## config.mk

```make
export PLATFORM = sky130hd
export DESIGN_NAME = flash_line_cache_directory_unit
export DESIGN_NICKNAME = d
export VERILOG_FILES = /design/src/sv/flcd_pkg.sv /design/src/sv/flcd_div.sv /design/src/sv/flash_line_cache_directory_unit.sv
export SDC_FILE = /design/constraint.sdc
export NUM_CORES = 2
export LEC_CHECK = 0
export ABC_AREA = 1
export BUFFER_PORTS_ARGS = -buffer_cell sky130_fd_sc_hd__buf_2
export CORE_AREA = 2 2 341 343
export DETAILED_ROUTE_END_ITERATION = 12
export DIE_AREA = 0 0 343 345
export PLACE_DENSITY = 0.84
export SKIP_LAST_GASP = 1
export SYNTH_ARGS = -nofsm -noshare
export SYNTH_HDL_FRONTEND = slang
export SYNTH_SLANG_ARGS = --single-unit
```

## constraint.sdc

```tcl
create_clock -name i_clk -period 26.2 [get_ports i_clk]
set_input_delay 1.31 -clock i_clk [delete_from_list [all_inputs] [get_ports i_clk]]
set_output_delay 1.31 -clock i_clk [all_outputs]
set_load 0.01 [all_outputs]
```

## src/sv/flcd_pkg.sv

```systemverilog
`timescale 1ns / 1ps
`default_nettype none
package flcd_pkg;
    localparam logic [1:0] MODE_READ  = 2'd0;
    localparam logic [1:0] MODE_WRITE = 2'd1;
    localparam logic [1:0] MODE_FLUSH = 2'd2;
    localparam logic [1:0] MODE_INVAL = 2'd3;

    localparam logic [1:0] KIND_WB    = 2'd0;
    localparam logic [1:0] KIND_DONE  = 2'd1;
    localparam logic [1:0] KIND_FLUSH = 2'd2;
    localparam logic [1:0] KIND_INVAL = 2'd3;

    localparam logic [12:0] LS_RESET = 13'd256;
    localparam logic [12:0] LS_MAX   = 13'd4096;

    typedef struct packed {
        logic        start;
        logic [31:0] dividend;
        logic [12:0] divisor;
    } t_div_req;

    typedef struct packed {
        logic        done;
        logic [31:0] quot;
        logic [11:0] rem;
    } t_div_rsp;
endpackage
`default_nettype wire

```

## src/sv/flcd_div.sv

```systemverilog
`timescale 1ns / 1ps
`default_nettype none
// Restoring divider, one quotient bit per cycle.
module flcd_div import flcd_pkg::*; (
    input  wire logic     i_clk,
    input  wire logic     i_rst_n,
    input  wire t_div_req i_req,
    output t_div_rsp      o_rsp
);
    logic [31:0] r_q, n_q;
    logic [12:0] r_r, n_r;
    logic [12:0] r_d;
    logic [5:0]  r_cnt, n_cnt;
    logic        r_busy, n_busy, r_done, n_done;
    logic [13:0] w_sh, w_diff;

    always_comb begin
        w_sh   = {r_r, r_q[31]};
        w_diff = w_sh - {1'b0, r_d};
        n_q = r_q; n_r = r_r; n_cnt = r_cnt; n_busy = r_busy; n_done = 1'b0;
        if (i_req.start) begin
            n_q = i_req.dividend; n_r = '0; n_cnt = 6'd0; n_busy = 1'b1;
        end else if (r_busy) begin
            if (!w_diff[13]) begin
                n_r = w_diff[12:0];
                n_q = {r_q[30:0], 1'b1};
            end else begin
                n_r = w_sh[12:0];
                n_q = {r_q[30:0], 1'b0};
            end
            n_cnt = r_cnt + 6'd1;
            if (r_cnt == 6'd31) begin
                n_busy = 1'b0; n_done = 1'b1;
            end
        end
    end

    always_ff @(posedge i_clk) begin
        if (!i_rst_n) begin
            r_busy <= 1'b0; r_done <= 1'b0; r_cnt <= '0;
        end else begin
            r_busy <= n_busy; r_done <= n_done; r_cnt <= n_cnt;
        end
        r_q <= n_q;
        r_r <= n_r;
        if (i_req.start) r_d <= i_req.divisor;
    end

    assign o_rsp.done = r_done;
    assign o_rsp.quot = r_q;
    assign o_rsp.rem  = r_r[11:0];
endmodule
`default_nettype wire

```

## src/sv/flash_line_cache_directory_unit.sv

```systemverilog
`timescale 1ns / 1ps
`default_nettype none
// A read or write runs the divide, then the lookup, the LRU search when the directory is
// full, and a writeback sweep for a dirty victim before it finishes; a flush runs the
// writeback sweep alone, and invalidate answers directly.
// Takes one request at a time; output stalls hold it.
// Reset (synchronous, active low) clears valid/dirty bits, counters and line size 256.
module flash_line_cache_directory_unit import flcd_pkg::*; #(
    parameter int NUM_LINES = 16
) (
    input  wire logic        i_clk,
    input  wire logic        i_rst_n,
    input  wire logic        i_cfg_we,
    input  wire logic [12:0] i_cfg_wdata,
    input  wire logic        i_valid,
    output logic             o_stall,
    input  wire logic [1:0]  i_mode,
    input  wire logic [31:0] i_offset,
    input  wire logic [15:0] i_length,
    output logic             o_valid,
    input  wire logic        i_stall,
    output logic [1:0]       o_kind,
    output logic [3:0]       o_line_index,
    output logic [31:0]      o_line_address,
    output logic             o_hit,
    output logic             o_fill_needed,
    output logic [11:0]      o_offset_in_line,
    output logic [12:0]      o_copy_length,
    output logic [31:0]      o_hit_count,
    output logic [31:0]      o_miss_count,
    output logic             o_last
);
    localparam int IW = (NUM_LINES > 1) ? $clog2(NUM_LINES) : 1;
    localparam int CW = $clog2(NUM_LINES + 1);
    localparam logic [CW-1:0] NL = CW'(NUM_LINES);

    localparam logic [3:0] S_IDLE = 4'd0, S_DIV = 4'd1, S_LOOK = 4'd2, S_LRU = 4'd3,
        S_WB = 4'd4, S_WBOUT = 4'd5, S_MUL = 4'd6, S_DONE = 4'd7, S_OUT = 4'd8;

    localparam logic [1:0] RET_FLUSH = 2'd0, RET_MISS = 2'd1;

    logic [31:0]   r_tag   [NUM_LINES];
    logic [31:0]   r_stamp [NUM_LINES];
    logic [NUM_LINES-1:0] r_vld, r_dty;
    logic [CW-1:0] r_used;
    logic [31:0]   r_hits, r_miss;
    logic [12:0]   r_ls;
    logic [3:0]    r_st;
    logic [1:0]    r_mode;
    logic [31:0]   r_off;
    logic [15:0]   r_len;
    logic [31:0]   r_key;
    logic [11:0]   r_oil;
    logic [CW-1:0] r_i;
    logic [IW-1:0] r_idx;
    logic [31:0]   r_best;
    logic          r_hit;
    logic [1:0]    r_ret;   // after writebacks: flush done or finish miss

    t_div_req w_dreq;
    t_div_rsp w_drsp;
    logic [12:0] w_els;
    logic [IW-1:0] w_i;
    logic [44:0] w_prod;
    logic [12:0] w_room;

    assign w_els = (r_ls == 13'd0) ? 13'd1 : ((r_ls > LS_MAX) ? LS_MAX : r_ls);
    assign w_i = r_i[IW-1:0];
    assign w_dreq.start = (r_st == S_IDLE) && i_valid;
    assign w_dreq.dividend = i_offset;
    assign w_dreq.divisor = w_els;
    assign w_prod = {13'd0, o_line_address} * {32'd0, w_els};
    assign w_room = w_els - {1'b0, r_oil};

    flcd_div u_div (.i_clk(i_clk), .i_rst_n(i_rst_n), .i_req(w_dreq), .o_rsp(w_drsp));

    assign o_stall = (r_st != S_IDLE);
    assign o_valid = (r_st == S_OUT) || (r_st == S_WBOUT);

    always_ff @(posedge i_clk) begin
        if (!i_rst_n) begin
            r_st <= S_IDLE; r_vld <= '0; r_dty <= '0; r_used <= '0;
            r_hits <= '0; r_miss <= '0; r_ls <= LS_RESET;
        end else begin
            if (i_cfg_we) r_ls <= i_cfg_wdata;
            case (r_st)
            S_IDLE: if (i_valid) begin
                r_mode <= i_mode; r_off <= i_offset; r_len <= i_length;
                r_i <= '0;
                if (i_mode == MODE_FLUSH) begin
                    r_ret <= RET_FLUSH; r_st <= S_WB;
                end else if (i_mode == MODE_INVAL) begin
                    r_vld <= '0; r_dty <= '0; r_used <= '0;
                    r_hits <= '0; r_miss <= '0;
                    o_kind <= KIND_INVAL; o_line_index <= '0; o_line_address <= '0;
                    o_hit <= 1'b0; o_fill_needed <= 1'b0; o_offset_in_line <= '0;
                    o_copy_length <= '0; o_hit_count <= '0; o_miss_count <= '0;
                    o_last <= 1'b1; r_st <= S_OUT;
                end else begin
                    o_kind <= KIND_DONE; o_last <= 1'b1; r_st <= S_DIV;
                end
            end
            S_DIV: if (w_drsp.done) begin
                r_key <= w_drsp.quot; r_oil <= w_drsp.rem; r_st <= S_LOOK;
                o_line_address <= w_drsp.quot;
            end
            S_LOOK: begin
                // walk the used entries one per cycle
                if (r_i < r_used && r_i < NL && r_vld[w_i] && r_tag[w_i] == r_key) begin
                    r_hit <= 1'b1; r_idx <= w_i; r_hits <= r_hits + 32'd1;
                    r_stamp[w_i] <= r_hits + 32'd1 + r_miss;
                    r_st <= S_DONE;
                end else if (r_i < r_used && r_i < NL) begin
                    r_i <= r_i + CW'(1);
                end else begin
                    r_hit <= 1'b0; r_miss <= r_miss + 32'd1;
                    if (r_used < NL) begin
                        r_idx <= r_used[IW-1:0]; r_used <= r_used + CW'(1);
                        r_ret <= RET_MISS; r_st <= S_MUL;
                    end else begin
                        r_best <= r_stamp[0]; r_idx <= '0; r_i <= CW'(1); r_st <= S_LRU;
                    end
                end
            end
            S_LRU: begin
                if (r_i < NL) begin
                    if (r_stamp[w_i] < r_best) begin
                        r_best <= r_stamp[w_i]; r_idx <= w_i;
                    end
                    r_i <= r_i + CW'(1);
                end else if (r_dty[r_idx]) begin
                    r_i <= '0; r_ret <= RET_MISS; r_st <= S_WB;
                end else r_st <= S_MUL;
            end
            S_WB: begin
                // sweep for dirty lines; emit each as writeback
                if (r_i < r_used && r_i < NL) begin
                    if (r_vld[w_i] && r_dty[w_i]) begin
                        r_dty[w_i] <= 1'b0;
                        o_kind <= KIND_WB; o_line_index <= 4'(w_i);
                        o_line_address <= r_tag[w_i]; // scaled in S_MUL
                        o_hit <= 1'b0; o_fill_needed <= 1'b0; o_offset_in_line <= '0;
                        o_copy_length <= w_els; o_hit_count <= r_hits;
                        o_miss_count <= r_miss; o_last <= 1'b0;
                        r_st <= S_MUL;
                    end
                    r_i <= r_i + CW'(1);
                end else if (r_ret == RET_FLUSH) begin
                    o_kind <= KIND_FLUSH; o_line_index <= '0; o_line_address <= '0;
                    o_hit <= 1'b0; o_fill_needed <= 1'b0; o_offset_in_line <= '0;
                    o_copy_length <= '0; o_hit_count <= r_hits; o_miss_count <= r_miss;
                    o_last <= 1'b1; r_st <= S_OUT;
                end else begin
                    o_line_address <= r_key; o_kind <= KIND_DONE; r_st <= S_MUL;
                end
            end
            S_MUL: begin
                // writeback: line address = tag * line size, one multiply, registered; else reload key
                if (o_kind == KIND_WB && !o_last) begin
                    o_line_address <= w_prod[31:0]; r_st <= S_WBOUT;
                end else begin
                    o_line_address <= r_key; o_kind <= KIND_DONE; o_last <= 1'b1;
                    r_st <= S_DONE;
                end
            end
            S_WBOUT: if (!i_stall) r_st <= S_WB;
            S_DONE: begin
                if (!r_hit) begin
                    r_tag[r_idx] <= r_key; r_stamp[r_idx] <= '0;
                    r_vld[r_idx] <= 1'b1; r_dty[r_idx] <= (r_mode == MODE_WRITE);
                end else if (r_mode == MODE_WRITE) r_dty[r_idx] <= 1'b1;
                o_kind <= KIND_DONE; o_line_index <= 4'(r_idx);
                o_line_address <= w_prod[31:0];
                o_hit <= r_hit; o_fill_needed <= !r_hit && (r_mode == MODE_READ);
                o_offset_in_line <= r_oil;
                o_copy_length <= ({13'd0, r_len} < {16'd0, w_room}) ? r_len[12:0] : w_room;
                o_hit_count <= r_hit ? r_hits : r_hits;
                o_miss_count <= r_miss; o_last <= 1'b1;
                r_st <= S_OUT;
            end
            S_OUT: if (!i_stall) r_st <= S_IDLE;
            default: r_st <= S_IDLE;
            endcase
        end
    end
endmodule
`default_nettype wire
```

==> impl_metrics.csv <==
group,metric,value,unit
cts,cts_tree,"yes",
power_and_ir_drop,powerDensity,112,nW/um^2
power_and_ir_drop,switching_share,43.5,%
yosys,yosysSeqAreaShare,56.7,%
cts,clock-sinks,1447,
cts,cts_buffers,145,
critical_path,critPathArrivalTime,8.62,ns
cells_and_area,drive_gt1_share,7.55,%
cts,clk_pin_slew,0.06,ns
die,core_area,115000,sq um
sta,timing.slew.headroom,-5.77,%
critical_path,rrSetupSlack,18.04,ns
yosys,synthesis.area,74100,sq um
die,num_rows,125,
cells_and_area,final_common_cell,"nand2_1",
outcome,status,"finished with violations",
critical_path,worst_path_max_delay_cell,"clkinv_1",
global_routing,grt_max_degree,239,
power_and_ir_drop,internal_power,5.12,mW
sta,slew_violations,1,
cells_and_area,nets,7974,
global_routing,grt_pass1_vias,55900,
sta,period_minus_slack,8.16,ns
run,maxCapViolCount,0,
critical_path,start_kind,"flip-flop",
routing,post_drt_wl_per_cell,24.4,um
sta,finalSetupViolCount,0,
routing,ant_nets,0,
yosys,syn-num-nets,7878,
hold_path,worstHoldPathCells,2,
cells_and_area,most-common-layout-cells,"nand2_1, edfxtp_1, nor2_1, inv_1, o21ai_0",
sta,worst_slew_pin_slew,1.59,ns
cts,cts_resized,0,
hold_path,hp-class,"flip-flop to flip-flop",
yosys,syn_inst,7385,
yosys,synth_enable_flop_cells,1304,
place,placement.io_buffers,199,
cts,clk_latency,0.78,ns
power_and_ir_drop,p_switching,3.94,mW
cts,clk_path_buf_depth,3,
critical_path,rr_startpoint,"r_ls[2]",
critical_path,crit_top_cell,"nand2_1",
sta,finClkSkew,0.0567,ns
cts,cts_hold_buffers,0,
critical_path,crit_fanout,17,
yosys,synth_area_per_cell,10.0,sq um
critical_path,max_stage_delay,0.80,ns
place,dpl.hpwl,142000,um
yosys,synth_cell_types,53,
hold_path,hold_end,"r_vld[15]",
cts,cts_setup_buffers,0,
routing,dr.pass1.iters,9,
routing,wl,223000,um
sta,grt_setup_unrepaired,"false",
cts,root_buffer,"clkbuf_16",
critical_path,endpoint_kind,"flip-flop",
routing,drt_iter0_markers,8925,
critical_path,worstPathRequired,26.66,ns
routing,vias,57400,
outcome,violations,"max-slew violations",
power_and_ir_drop,p_leak,31.9,nW
yosys,synth_ff_type,"edfxtp_1",
sta,tns,0,ns
critical_path,worstReg2RegEnd,"o_line_address[28]",
yosys,ys_seq_elements,1447,
sta,hold_viol,0,
sta,finalCritPeriodShare,31.1,%
cts,cts_htree_levels,4,
cells_and_area,final_util,70.4,%
cells_and_area,area_delta_synth_final,9.46,%
die,die_height,345,um
power_and_ir_drop,power_frac_comb,44.3,%
global_routing,grt_antenna_before_repair,7,
die,die_area,118000,sq um
power_and_ir_drop,p_clk_share,22.5,%
critical_path,path_class,"flip-flop to flip-flop",
yosys,async_flop_share,0,%
critical_path,rr_worst_depth,30,
die,start_util,64.4,%
power_and_ir_drop,vdd_drop_max,0.103,mV
routing,via_per_inst,6.29,
place,gp_congestion,1.00,
die,io_pins,200,
routing,drc,0,
yosys,yosysWarningCount,0,
power_and_ir_drop,pwr-share-seq,33.2,%
hold_path,min-delay-start,"r_vld[15]",
global_routing,overflow,0,
global_routing,grt_pass1_wl,331000,um
die,die_x,343,um
global_routing,grt_util_all_layers,37.2,%
sta,max_freq,123,MHz
## cells in the mapped netlist, drive strengths merged (13+ instances only)
cell type,count,area [sq um]
a211oi,13,97.6
a21oi,254,1270
a31oi,41,257
buf,134,795
clkbuf,201,754
dfxtp,143,2860
edfxtp,1304,39200
fa,260,5200
ha,165,2060
inv,927,3480
nand2,1426,5370
nand3,406,2040
nand4,33,206
nor2,959,3610
nor3,71,355
nor4,20,125
o2111ai,13,114
o211ai,101,758
o21ai,574,2870
o221ai,98,858
o22ai,56,350
or2,18,113
xnor2,25,219
xor2,65,569
## critical path, delay by kind of cell, from the launching register on
kind / cells / cell delay [ns]
adder cells (fa/ha/maj): 6 / 2.79
AND/OR/NAND/NOR: 14 / 2.52
buffers and inverters: 5 / 1.15
AO/OA/AOI/OAI: 5 / 1.06
flip-flops: 1 / 0.33
## cells by family after synthesis
family                   after synthesis  synth area share, %
AND/OR/NAND/NOR                     2949                 16.1
AO/OA/AOI/OAI                       1201                 9.42
buffers and inverters               1272                 6.84
adder cells (fa/ha/maj)              425                 9.81
flip-flops                          1447                 56.7
XOR/XNOR                              91                 1.09
## power groups by stage
stage,clock (mW),combinational (mW),sequential [mW]
after global routing,2.12,4.39,3.02
final,2.04,4.02,3.01
after floorplan,0,2.75,2.92
after CTS,2.04,3.92,3.00
after detailed placement,0,3.87,3.04
after global placement,0,3.75,3.04
## sequential cells by signal (all words and copies together), names as in the netlist, 32 cells and up, named ones only
register / count
o_hit_count: 32
r_tag: 512
r_stamp: 512
r_key: 32
r_hits: 32
o_miss_count: 32
o_line_address: 32
u_div.r_q: 32
r_miss: 32
r_best: 32
## cell type report
class                      count  area, sq um
clock buffer                 185         3870
inverter                     937         3540
clock inverter                81          783
antenna                        3         7.51
multi-input combinational   4666        27300
sequential                  1447        42000
tap                         1524         1910
fill                        7889        34000
timing repair buffer         284         1680
## layer usage
metal | track usage, % | wire [um]
met2 | 57.5 | 101000
met4 | 21.7 | 14900
met1 | 48.0 | 76900
met5 | 0 | 48
met3 | 9.11 | 29500
## worst max-delay path by stage
stage               startpoint            endpoint  slack [ns]  cells past startpoint
finish                 r_ls[2]  o_line_address[28]       18.04                     30
global route           r_ls[2]  o_line_address[28]       17.33                     32
CTS                    r_ls[2]  o_line_address[26]       18.12                     31
detailed placement     r_ls[2]  o_line_address[28]       18.13                     30
global placement      r_ls[12]  o_line_address[28]       18.35                     28
floorplan              i_rst_n    o_copy_length[0]       17.21                      4
## per-stage QoR
stage	setup slack (ns)	area, sq um	std cells	hold slack (ns)	power, mW
after floorplan	17.21	74100	7385	0.426	5.67
after global placement	18.35	76400	8857	0.436	6.79
after detailed placement	18.13	76400	8857	0.441	6.91
after CTS	18.12	81100	9123	0.450	8.95
after global routing	17.33	81100	9125	0.464	9.53
final	18.04	81100	9127	0.452	9.07
Power figures use the tool's default switching activity.
